===== src/sv/crcdf_pkg.sv =====
// ----------------------------------------------------------------------------
// crcdf_pkg: shared types, constants and functions
// Item and result structs, header offsets, status codes and the bytewise
// reflected CRC-32 update used by the container deframer.
// ----------------------------------------------------------------------------
package crcdf_pkg;

	// Byte counter width; the counter saturates at its all-ones value.
	localparam int POS_W = 34;
	typedef logic [POS_W-1:0] pos_t;

	localparam pos_t POS_MAGIC_END = pos_t'(4);
	localparam pos_t POS_VER_END   = pos_t'(6);
	localparam pos_t POS_KIND_END  = pos_t'(8);
	localparam pos_t POS_HDR_END   = pos_t'(12);
	localparam pos_t POS_MIN_FILE  = pos_t'(16);
	localparam pos_t POS_MAX       = '1;

	localparam logic [31:0] CRC_POLY = 32'hEDB8_8320;
	localparam logic [31:0] CRC_ONES = 32'hFFFF_FFFF;

	// Status codes
	localparam logic [2:0] ST_OK      = 3'd0;
	localparam logic [2:0] ST_SHORT   = 3'd1;
	localparam logic [2:0] ST_MAGIC   = 3'd2;
	localparam logic [2:0] ST_VERSION = 3'd3;
	localparam logic [2:0] ST_KIND    = 3'd4;
	localparam logic [2:0] ST_LENGTH  = 3'd5;
	localparam logic [2:0] ST_CRC     = 3'd6;

	// Configuration register indexes
	localparam int CFG_IDX_W = 8;
	localparam logic [CFG_IDX_W-1:0] CFG_EXP_VERSION = 8'd0;
	localparam logic [CFG_IDX_W-1:0] CFG_EXP_KIND    = 8'd1;

	typedef struct packed {
		logic [7:0] data;
		logic       last;
	} item_t;

	typedef struct packed {
		logic        is_status;
		logic [7:0]  payload_byte;
		logic [2:0]  status_code;
		logic [31:0] body_length;
	} result_t;

	// Magic "ITLP", first byte at index 0
	function automatic logic [7:0] magic_byte(input logic [1:0] idx);
		logic [7:0] m;
		case (idx)
			2'd0:    m = 8'h49; // I
			2'd1:    m = 8'h54; // T
			2'd2:    m = 8'h4C; // L
			default: m = 8'h50; // P
		endcase
		return m;
	endfunction

	// One byte through the reflected CRC-32, LSB first
	function automatic logic [31:0] crc_update(input logic [31:0] crc, input logic [7:0] b);
		logic [31:0] c;
		c = crc ^ {24'd0, b};
		for (int k = 0; k < 8; k++) begin
			c = c[0] ? ((c >> 1) ^ CRC_POLY) : (c >> 1);
		end
		return c;
	endfunction

endpackage


===== src/sv/crcdf_in_stage.sv =====
// ----------------------------------------------------------------------------
// crcdf_in_stage: input register
// Captures one byte transfer per cycle and holds it until the parser takes it.
// ----------------------------------------------------------------------------
module crcdf_in_stage (
	input  logic             clk,
	input  logic             arst_n,
	input  logic             in_valid,
	output logic             in_ready,
	input  crcdf_pkg::item_t item_in,
	input  logic             take,
	output logic             valid_s1,
	output crcdf_pkg::item_t item_s1
);

	assign in_ready = !valid_s1 || take;

	always_ff @(posedge clk or negedge arst_n) begin
		if (!arst_n) begin
			valid_s1 <= 1'b0;
		end else if (in_ready) begin
			valid_s1 <= in_valid;
		end
	end

	always_ff @(posedge clk) begin
		if (in_valid && in_ready) begin
			item_s1 <= item_in;
		end
	end

endmodule


===== src/sv/crcdf_parser.sv =====
// ----------------------------------------------------------------------------
// crcdf_parser: header capture, CRC and status
// Holds the per-file state, decides payload pass-through and builds the
// final status on the last byte, then clears itself for the next file.
// ----------------------------------------------------------------------------
module crcdf_parser (
	input  logic               clk,
	input  logic               arst_n,
	input  logic               step,
	input  crcdf_pkg::item_t   item,
	input  logic [15:0]        exp_version,
	input  logic [15:0]        exp_kind,
	output logic               res_valid,
	output crcdf_pkg::result_t res
);

	crcdf_pkg::pos_t pos_q, count;
	logic            magic_q, magic_d;
	logic [15:0]     version_q, version_d;
	logic [15:0]     kind_q, kind_d;
	logic [31:0]     len_q, len_d;
	logic [31:0]     crc_q, crc_d;
	logic [31:0]     stored_q, stored_d;
	logic            in_window;
	logic [2:0]      code;
	logic [7:0]      b;

	assign b = item.data;

	always_comb begin
		magic_d   = magic_q;
		version_d = version_q;
		kind_d    = kind_q;
		len_d     = len_q;
		if (pos_q < crcdf_pkg::POS_MAGIC_END) begin
			magic_d = magic_q && (b == crcdf_pkg::magic_byte(pos_q[1:0]));
		end else if (pos_q < crcdf_pkg::POS_VER_END) begin
			version_d = {version_q[7:0], b};
		end else if (pos_q < crcdf_pkg::POS_KIND_END) begin
			kind_d = {kind_q[7:0], b};
		end else if (pos_q < crcdf_pkg::POS_HDR_END) begin
			len_d = {len_q[23:0], b};
		end

		// bytes reach the CRC only after leaving the 4-byte trailer window
		crc_d    = (pos_q >= crcdf_pkg::POS_MAGIC_END) ?
			crcdf_pkg::crc_update(crc_q, stored_q[31:24]) : crc_q;
		stored_d = {stored_q[23:0], b};

		count = (pos_q == crcdf_pkg::POS_MAX) ? crcdf_pkg::POS_MAX : pos_q + 1'b1;

		in_window = (pos_q >= crcdf_pkg::POS_HDR_END) &&
			((pos_q - crcdf_pkg::POS_HDR_END) < {2'b00, len_q});

		if (count < crcdf_pkg::POS_MIN_FILE) begin
			code = crcdf_pkg::ST_SHORT;
		end else if (!magic_d) begin
			code = crcdf_pkg::ST_MAGIC;
		end else if (version_d != exp_version) begin
			code = crcdf_pkg::ST_VERSION;
		end else if (kind_d != exp_kind) begin
			code = crcdf_pkg::ST_KIND;
		end else if (({2'b00, len_d} + crcdf_pkg::POS_MIN_FILE) != count) begin
			code = crcdf_pkg::ST_LENGTH;
		end else if ((crc_d ^ crcdf_pkg::CRC_ONES) != stored_d) begin
			code = crcdf_pkg::ST_CRC;
		end else begin
			code = crcdf_pkg::ST_OK;
		end

		res_valid = item.last || in_window;
		if (item.last) begin
			res.is_status    = 1'b1;
			res.payload_byte = 8'd0;
			res.status_code  = code;
			res.body_length  = (code == crcdf_pkg::ST_OK) ? len_d : 32'd0;
		end else begin
			res.is_status    = 1'b0;
			res.payload_byte = b;
			res.status_code  = crcdf_pkg::ST_OK;
			res.body_length  = 32'd0;
		end
	end

	always_ff @(posedge clk or negedge arst_n) begin
		if (!arst_n) begin
			pos_q     <= '0;
			magic_q   <= 1'b1;
			version_q <= '0;
			kind_q    <= '0;
			len_q     <= '0;
			crc_q     <= crcdf_pkg::CRC_ONES;
			stored_q  <= '0;
		end else if (step) begin
			if (item.last) begin
				pos_q     <= '0;
				magic_q   <= 1'b1;
				version_q <= '0;
				kind_q    <= '0;
				len_q     <= '0;
				crc_q     <= crcdf_pkg::CRC_ONES;
				stored_q  <= '0;
			end else begin
				pos_q     <= count;
				magic_q   <= magic_d;
				version_q <= version_d;
				kind_q    <= kind_d;
				len_q     <= len_d;
				crc_q     <= crc_d;
				stored_q  <= stored_d;
			end
		end
	end

endmodule


===== src/sv/crc32_container_deframer.sv =====
// ----------------------------------------------------------------------------
// crc32_container_deframer: container file deframer with CRC-32 check
// Top level: input register, parser, result register, config registers.
// ----------------------------------------------------------------------------
// The block takes a container file one byte per transfer, last_byte set on
// the final byte, and sustains one byte per clock cycle while out_ready does
// not hold results back. Each byte passes the input register, the single
// parser stage and the result register; the parser's bytewise CRC-32 update
// and status compares fit between the two registers.
// Header: magic "ITLP", 16-bit version, 16-bit kind, 32-bit payload length,
// all big-endian, followed by the payload and a big-endian stored CRC-32 over
// every byte before it. Payload bytes come out as results with is_status low;
// the last byte gives exactly one status result and the parser then clears
// for the next file. Other bytes outside the payload window give no result. The
// input side keeps accepting while a result waits on out_ready, as long as
// the result register is free or the new byte makes no result. Write the
// expected version and kind only while no file is in flight.
// ----------------------------------------------------------------------------
module crc32_container_deframer (
	input  logic                            clk,
	input  logic                            arst_n,
	// byte input
	input  logic                            in_valid,
	output logic                            in_ready,
	input  logic [7:0]                      data_byte,
	input  logic                            last_byte,
	// results
	output logic                            out_valid,
	input  logic                            out_ready,
	output logic                            is_status,
	output logic [7:0]                      payload_byte,
	output logic [2:0]                      status_code,
	output logic [31:0]                     body_length,
	// configuration writes
	input  logic                            cfg_valid,
	output logic                            cfg_ready,
	input  logic [crcdf_pkg::CFG_IDX_W-1:0] cfg_index,
	input  logic [15:0]                     cfg_data
);

	crcdf_pkg::item_t   item_in, item_s1;
	crcdf_pkg::result_t res, res_q;
	logic               valid_s1;
	logic               res_valid;
	logic               take;
	logic               out_valid_q;
	logic [15:0]        exp_version_q;
	logic [15:0]        exp_kind_q;

	assign item_in.data = data_byte;
	assign item_in.last = last_byte;

	// Parser advances when the held byte makes no result or the result
	// register is empty or being drained this cycle.
	assign take = valid_s1 && (!res_valid || !out_valid_q || out_ready);

	crcdf_in_stage u_in (
		.clk      (clk),
		.arst_n   (arst_n),
		.in_valid (in_valid),
		.in_ready (in_ready),
		.item_in  (item_in),
		.take     (take),
		.valid_s1 (valid_s1),
		.item_s1  (item_s1)
	);

	crcdf_parser u_parse (
		.clk         (clk),
		.arst_n      (arst_n),
		.step        (take),
		.item        (item_s1),
		.exp_version (exp_version_q),
		.exp_kind    (exp_kind_q),
		.res_valid   (res_valid),
		.res         (res)
	);

	// Result register
	always_ff @(posedge clk or negedge arst_n) begin
		if (!arst_n) begin
			out_valid_q <= 1'b0;
		end else if (take && res_valid) begin
			out_valid_q <= 1'b1;
		end else if (out_ready) begin
			out_valid_q <= 1'b0;
		end
	end

	always_ff @(posedge clk) begin
		if (take && res_valid) begin
			res_q <= res;
		end
	end

	assign out_valid    = out_valid_q;
	assign is_status    = res_q.is_status;
	assign payload_byte = res_q.payload_byte;
	assign status_code  = res_q.status_code;
	assign body_length  = res_q.body_length;

	// Configuration registers; unknown indexes are dropped.
	assign cfg_ready = 1'b1;

	always_ff @(posedge clk or negedge arst_n) begin
		if (!arst_n) begin
			exp_version_q <= 16'd1;
			exp_kind_q    <= 16'd0;
		end else if (cfg_valid && cfg_ready) begin
			unique case (cfg_index)
				crcdf_pkg::CFG_EXP_VERSION: exp_version_q <= cfg_data;
				crcdf_pkg::CFG_EXP_KIND:    exp_kind_q    <= cfg_data;
				default: ;
			endcase
		end
	end

endmodule


===== config.mk =====
export PLATFORM = sky130hd
export DESIGN_NAME = crc32_container_deframer
export DESIGN_NICKNAME = d
export VERILOG_FILES = /design/src/sv/crcdf_pkg.sv /design/src/sv/crcdf_in_stage.sv /design/src/sv/crcdf_parser.sv /design/src/sv/crc32_container_deframer.sv
export SDC_FILE = /design/constraint.sdc
export NUM_CORES = 1
export LEC_CHECK = 0
export BUFFER_PORTS_ARGS = -buffer_cell sky130_fd_sc_hd__buf_2
export CAP_MARGIN = 20
export CORE_MARGIN = 5
export CORE_UTILIZATION = 65
export DETAILED_ROUTE_END_ITERATION = 16
export PLACE_DENSITY = 0.84
export SKIP_CTS_REPAIR_TIMING = 1
export SLEW_MARGIN = 30
export SYNTH_ARGS = -nofsm -noshare
export SYNTH_HDL_FRONTEND = slang
export SYNTH_SLANG_ARGS = --single-unit
export TNS_END_PERCENT = 20

===== constraint.sdc =====
create_clock -name clk -period 14.9 [get_ports clk]
set_clock_uncertainty 0.1 [all_clocks]
set_input_delay 2.98 -clock clk [delete_from_list [all_inputs] [get_ports clk]]
set_output_delay 2.98 -clock clk [all_outputs]
set_load 0.02 [all_outputs]

---- Word-level counts from Yosys, hierarchy flattened ----
Cells that the tools add are included.
cells by class
  multiplexer cells ....................... 39
  add/subtract/negate cells ............... 3
  bitwise gates (word level) .............. 10
  reductions and logical operators ........ 19
  equal/unequal tests ..................... 9
  order comparisons ....................... 8
operator list
  kind                                                                number
  2-to-1 mux 32 bit                                                   17
  2-to-1 mux 16 bit                                                   7
  inverter 13 -> 14 bit                                               8
  < comparator 34 x 3 -> 1 bit, second input constant                 2
  < comparator 34 x 4 -> 1 bit, second input constant                 2
  2-to-1 mux 34 bit                                                   2
  2-to-1 mux 44 bit                                                   1
  adder 34 x 1 -> 34 bit, second input constant                       1
  == test 34 bit, second input constant                               1
  greater-or-equal comparator 34 x 3 -> 1 bit, second input constant  1
  greater-or-equal comparator 34 x 4 -> 1 bit, second input constant  1
  < comparator 34 x 32 -> 1 bit                                       1
  < comparator 34 x 5 -> 1 bit, second input constant                 1
  inequality test 34 bit                                              1
  subtractor 34 x 4 -> 34 bit, second input constant                  1
  adder 32 x 5 -> 33 bit, second input constant                       1
  inequality test 16 bit                                              2
  inequality test 32 bit                                              1
  inverter 32 bit                                                     1
  bitwise XOR 32 x 8 -> 32 bit                                        1
  2-to-1 mux 3 bit                                                    6
  case mux 5 bit (3 select lines)                                     1
  == test 8 x 1 -> 1 bit, second input constant                       1
  == test 8 bit                                                       1
  12 further kinds                                                    26
word-level totals
  output and inout bits ................... 47
  word-level logic and storage cells ...... 105
  bits in registers ....................... 250

---- Longest topological paths before layout ----
  word-level depth ........................ 29
  depth in mapped cells ................... 26

---- Cells and area by module ----
From an unflattened synthesis, not the netlist that was laid out.
unflattened totals
  cells, all modules ...................... 1,767
  area, all modules ....................... 16,771.1 sq um
modules (own cells, without submodules)
  module                    times used  area an instance (sq um)  seq. area each (sq um)  cells each
  crcdf_parser              1           13,778.2                  4,120.2                 1,629
  crc32_container_deframer  1           2,668.8                   2,148.3                 125
  crcdf_in_stage            1           324.1                     295.3                   13

---- Worst setup path before layout ----
OpenSTA, ideal clock, no wires.
  path type ............................... register to output
  start ................................... register u_parse.pos_q[7]
  end ..................................... output in_ready
  slack ................................... 8,378 ps
  cell stages (with the launch flop) ...... 17
  buffers on the path ..................... 1
  arrival ................................. 3,442 ps
  data required time ...................... 11,820 ps
  path through ............................ dfrtp_1 > clkbuf_1 > nor3_1 > nand2_1 > or3_1 > nor3_1 > xor2_1 > ha_1 > a21o_1 > a21o_1 > a21o_1 > a21oi_1 > nor2b_1 > o21ai_0 > o311ai_0 > a21oi_1 > nand3_1
between the ends
  cells in the longest elaborated chain, start to end .. 9
RTL lines
  what                              RTL line                        text
  start: declaration                crcdf_parser.sv:17              crcdf_pkg::pos_t pos_q, count;
  start signal: assignment          crcdf_parser.sv:104             pos_q <= count;
  subtractor 34 x 4 -> 34 bit       crcdf_parser.sv:53              ((pos_q - crcdf_pkg::POS_HDR_END) < {2'b00, len_q});
  < comparator 34 x 32 -> 1 bit     crcdf_parser.sv:53
  logical AND 1 bit *               crcdf_parser.sv:52              in_window = (pos_q >= crcdf_pkg::POS_HDR_END) &&
  logical OR 1 bit *                crcdf_parser.sv:71              res_valid = item.last || in_window;
  logical NOT 1 bit *               crc32_container_deframer.sv:55  assign take = valid_s1 && (!res_valid || !out_valid_q || out_ready);
  logical OR 1 bit * (2 in series)  crc32_container_deframer.sv:55
  logical AND 1 bit *               crc32_container_deframer.sv:55
  logical OR 1 bit *                crcdf_in_stage.sv:16            assign in_ready = !valid_s1 || take;
  end: declaration                  crc32_container_deframer.sv:24  output logic in_ready,
Mark *: on every way between the ends. The rest lies on a longest branch, timed or not.

---- Worst setup path after layout ----
  start ................................... register u_parse.pos_q[14]
  end ..................................... output in_ready
Same word-level chain as after synthesis.

==> flow_metrics.tcl <==
set metrics [dict create \
    synth_seq_cells 250 \
    postSynthAreaPerCell_um2 9.67 \
    required_ps 11820 \
    clockBufferDepth 3 \
    die_w_um 170 \
    grt_usage 0.360 \
    rrSetupSlack_ps 7620 \
    antenna_found_initial 2 \
    setup_violations 0 \
    p_per_area_nw_per_um2 143 \
    reg2reg_depth 20 \
    cts_inserted_buffers 27 \
    max_freq_mhz 122 \
    htreeDepth 1 \
    max_slew.worst_pin.slew_ps 975 \
    crit_path_end_kind "primary output" \
    synth_cells 1725 \
    synth_nets 1802 \
    vdd_drop_max_mv 0.181 \
    slew-limit-headroom 0.343 \
    cap_violations 0 \
    critPathLaunchType "register" \
    multiInputGateArea_um2 9410 \
    cts.clk_slew.worst_paths_ps 60 \
    io_buffer_count 83 \
    yosysSeqAreaShare 0.394 \
    nFillCells 1833 \
    grt_overflow 0 \
    placed_cell_area_um2 17200 \
    drv_slew 0 \
    core_um2 25300 \
    status "finished, final reports clean" \
    rows 58 \
    die_h_um 170 \
    final_antenna_net_count 0 \
    vias 14400 \
    yosysTopAreaCellShare 0.245 \
    p_leak_nw 7.48 \
    rr_startpoint "u_parse.pos_q[18]" \
    hold_viol_final 0 \
    drt_iter0_markers 1736 \
    synth_edf_count 53 \
    clkLatencyLatePin_ps 550 \
    start_util 0.660 \
    hp-class "register to register" \
    critPathLaunch "u_parse.pos_q[14]" \
    syn-cell-area_um2 16700 \
    ys_top_cells_by_area "dfrtp_1 (24%), edfxtp_1 (9.5%), xnor2_1 (7.5%)" \
    fin_setup_tns_ps 0 \
    cts_root_buf "clkbuf_16" \
    final.setup.worst_slack_ps 6680 \
    synth_top_area_cell "dfrtp_1" \
    drive_above_1_share 0.151 \
    min_path_cells 1 \
    cts_tree "yes" \
    area_growth_pct 8.70 \
    fin_crit_ps 8220 \
    r2r_end "body_length[24]" \
    synthArstFlopShare 0.788 \
    fin_area_um2 18100 \
    die_area_um2 29000 \
    ys.flop_type "dfrtp_1" \
    routedWlPerCell_um 24.9 \
    cts.sinks 250 \
    seqCellArea_um2 6560 \
    min_period_over_period 0.551 \
    wl_mm 52.2 \
    cp_max_fo 17 \
    hpwl_mm 36.8 \
    min-delay-start "u_parse.crc_q[8]" \
    grt_pass1_wl_mm 82.1 \
    crit_type "register to primary output" \
    synthTopCellsByCount "dfrtp_1 (163), xnor2_1 (143), nor2_1 (113)" \
    yosysMostFrequentCell "dfrtp_1" \
    grt_max_degree 92 \
    place_congestion 1.01 \
    rsz0062_at_grt "no" \
    worstPathArrival_ps 5140 \
    hold_end "u_parse.crc_q[8]" \
    synth_cell_types 78 \
    via_per_inst 6.85 \
    finalPower_w 0.00259 \
    ioPinCount 85 \
    place_ws_ps 7340 \
    drt_pass1_iterations 5 \
    grt_pass1_vias 14200 \
    ys.warnings.count 0 \
    drc_errors 0 \
    nets 1822 \
]
-- critical path, cell delays in order, from the launching register on --
cell and delay (ps):
dfrtp_1 580, nor4_1 500, nand4_1 380, nand2b_1 360, or4_1 460, xnor2_1 150
ha_1 330, a21o_1 160, a21o_1 170, a21oi_1 140, nor2b_1 60, o21ai_0 130
o311ai_0 250, a21oi_1 500, nand3_1 210, buf_2 210
-- metrics by stage --
step                      std cells  utilization  hold WS (ps)
after floorplan                1725            -           355
after global placement         2046        0.682           373
after detailed placement       2046        0.683           394
after CTS                      2095        0.717           404
after global routing           2097        0.717           415
final                          2098        0.718           402
-- where the power goes --
group          switching, W  internal [W]
Combinational      0.000596      0.000452
Clock              0.000283      0.000383
Sequential        0.0000851      0.000795
-- metal layers --
metal  share of wire  up-vias  track usage
met1            0.38     6982        0.468
met4           0.059        0        0.185
met2            0.48      855        0.588
met5               0        -            0
li1                -     6337            -
met3           0.087      202       0.0564
-- placed cells by master (no fill, tap or decap), drive strengths merged, types with 10 or more instances in the layout --
cell type / instances
nand3: 50
nor2b: 15
or4: 10
or3: 16
a22o: 83
nand2: 105
dfstp: 34
nor4: 40
dfrtp: 163
a211oi: 10
nand4: 49
ha: 39
clkbuf: 37
nand2b: 14
and3: 16
nor2: 126
a21oi: 50
buf: 110
a31oi: 11
o31ai: 14
inv: 60
xor2: 101
xnor2: 143
o21ai: 46
mux2: 44
mux2i: 80
edfxtp: 53
a2bb2oi: 25
nor3: 61
and4: 10
clkinv: 10
a21o: 19
-- layout make-up --
| class | instances | area share |
|---|---|---|
| clock buffer | 36 | 0.0408 |
| antenna | 3 | 0.000414 |
| inverter | 60 | 0.0124 |
| sequential | 250 | 0.362 |
| timing repair buffer | 111 | 0.0350 |
| tap | 330 | 0.0228 |
| multi-input combinational | 1295 | 0.519 |
| clock inverter | 13 | 0.00690 |
-- state kept, by name (all words and copies together), names as in the netlist, 3 cells and up --
name               cells
exp_version_q         16
u_parse.pos_q         34
u_parse.len_q         32
payload_byte           8
u_parse.crc_q         32
u_parse.version_q     16
body_length           32
u_parse.kind_q        16
exp_kind_q            16
status_code            3
u_parse.stored_q      32
u_in.item_s1           9
-- cell families (layout without fill, tap and decap cells) --
group	count (synthesis)	count (layout)	share of synthesized area
and+or+nand+nor	549	549	0.171
adders and majority gates	39	39	0.0293
xor gates and xnor gates	247	247	0.132
AOI/OAI and AO/OA	335	335	0.150
other	1	4	0.000225
muxes	124	124	0.0785
buffers and inverters	180	220	0.0450
DFF	250	250	0.394
-- worst max-delay path by stage --
stage / end / slack (ps) / cells past startpoint
3_3_place_gp: in_ready / 7440 / 15
2_1_floorplan: in_ready / 8380 / 16
5_1_grt: in_ready / 6310 / 17
6_report: in_ready / 6680 / 15
3_5_place_dp: in_ready / 7340 / 15
4_1_cts: in_ready / 6740 / 15
Note: power is estimated with default switching activity, not from simulation.
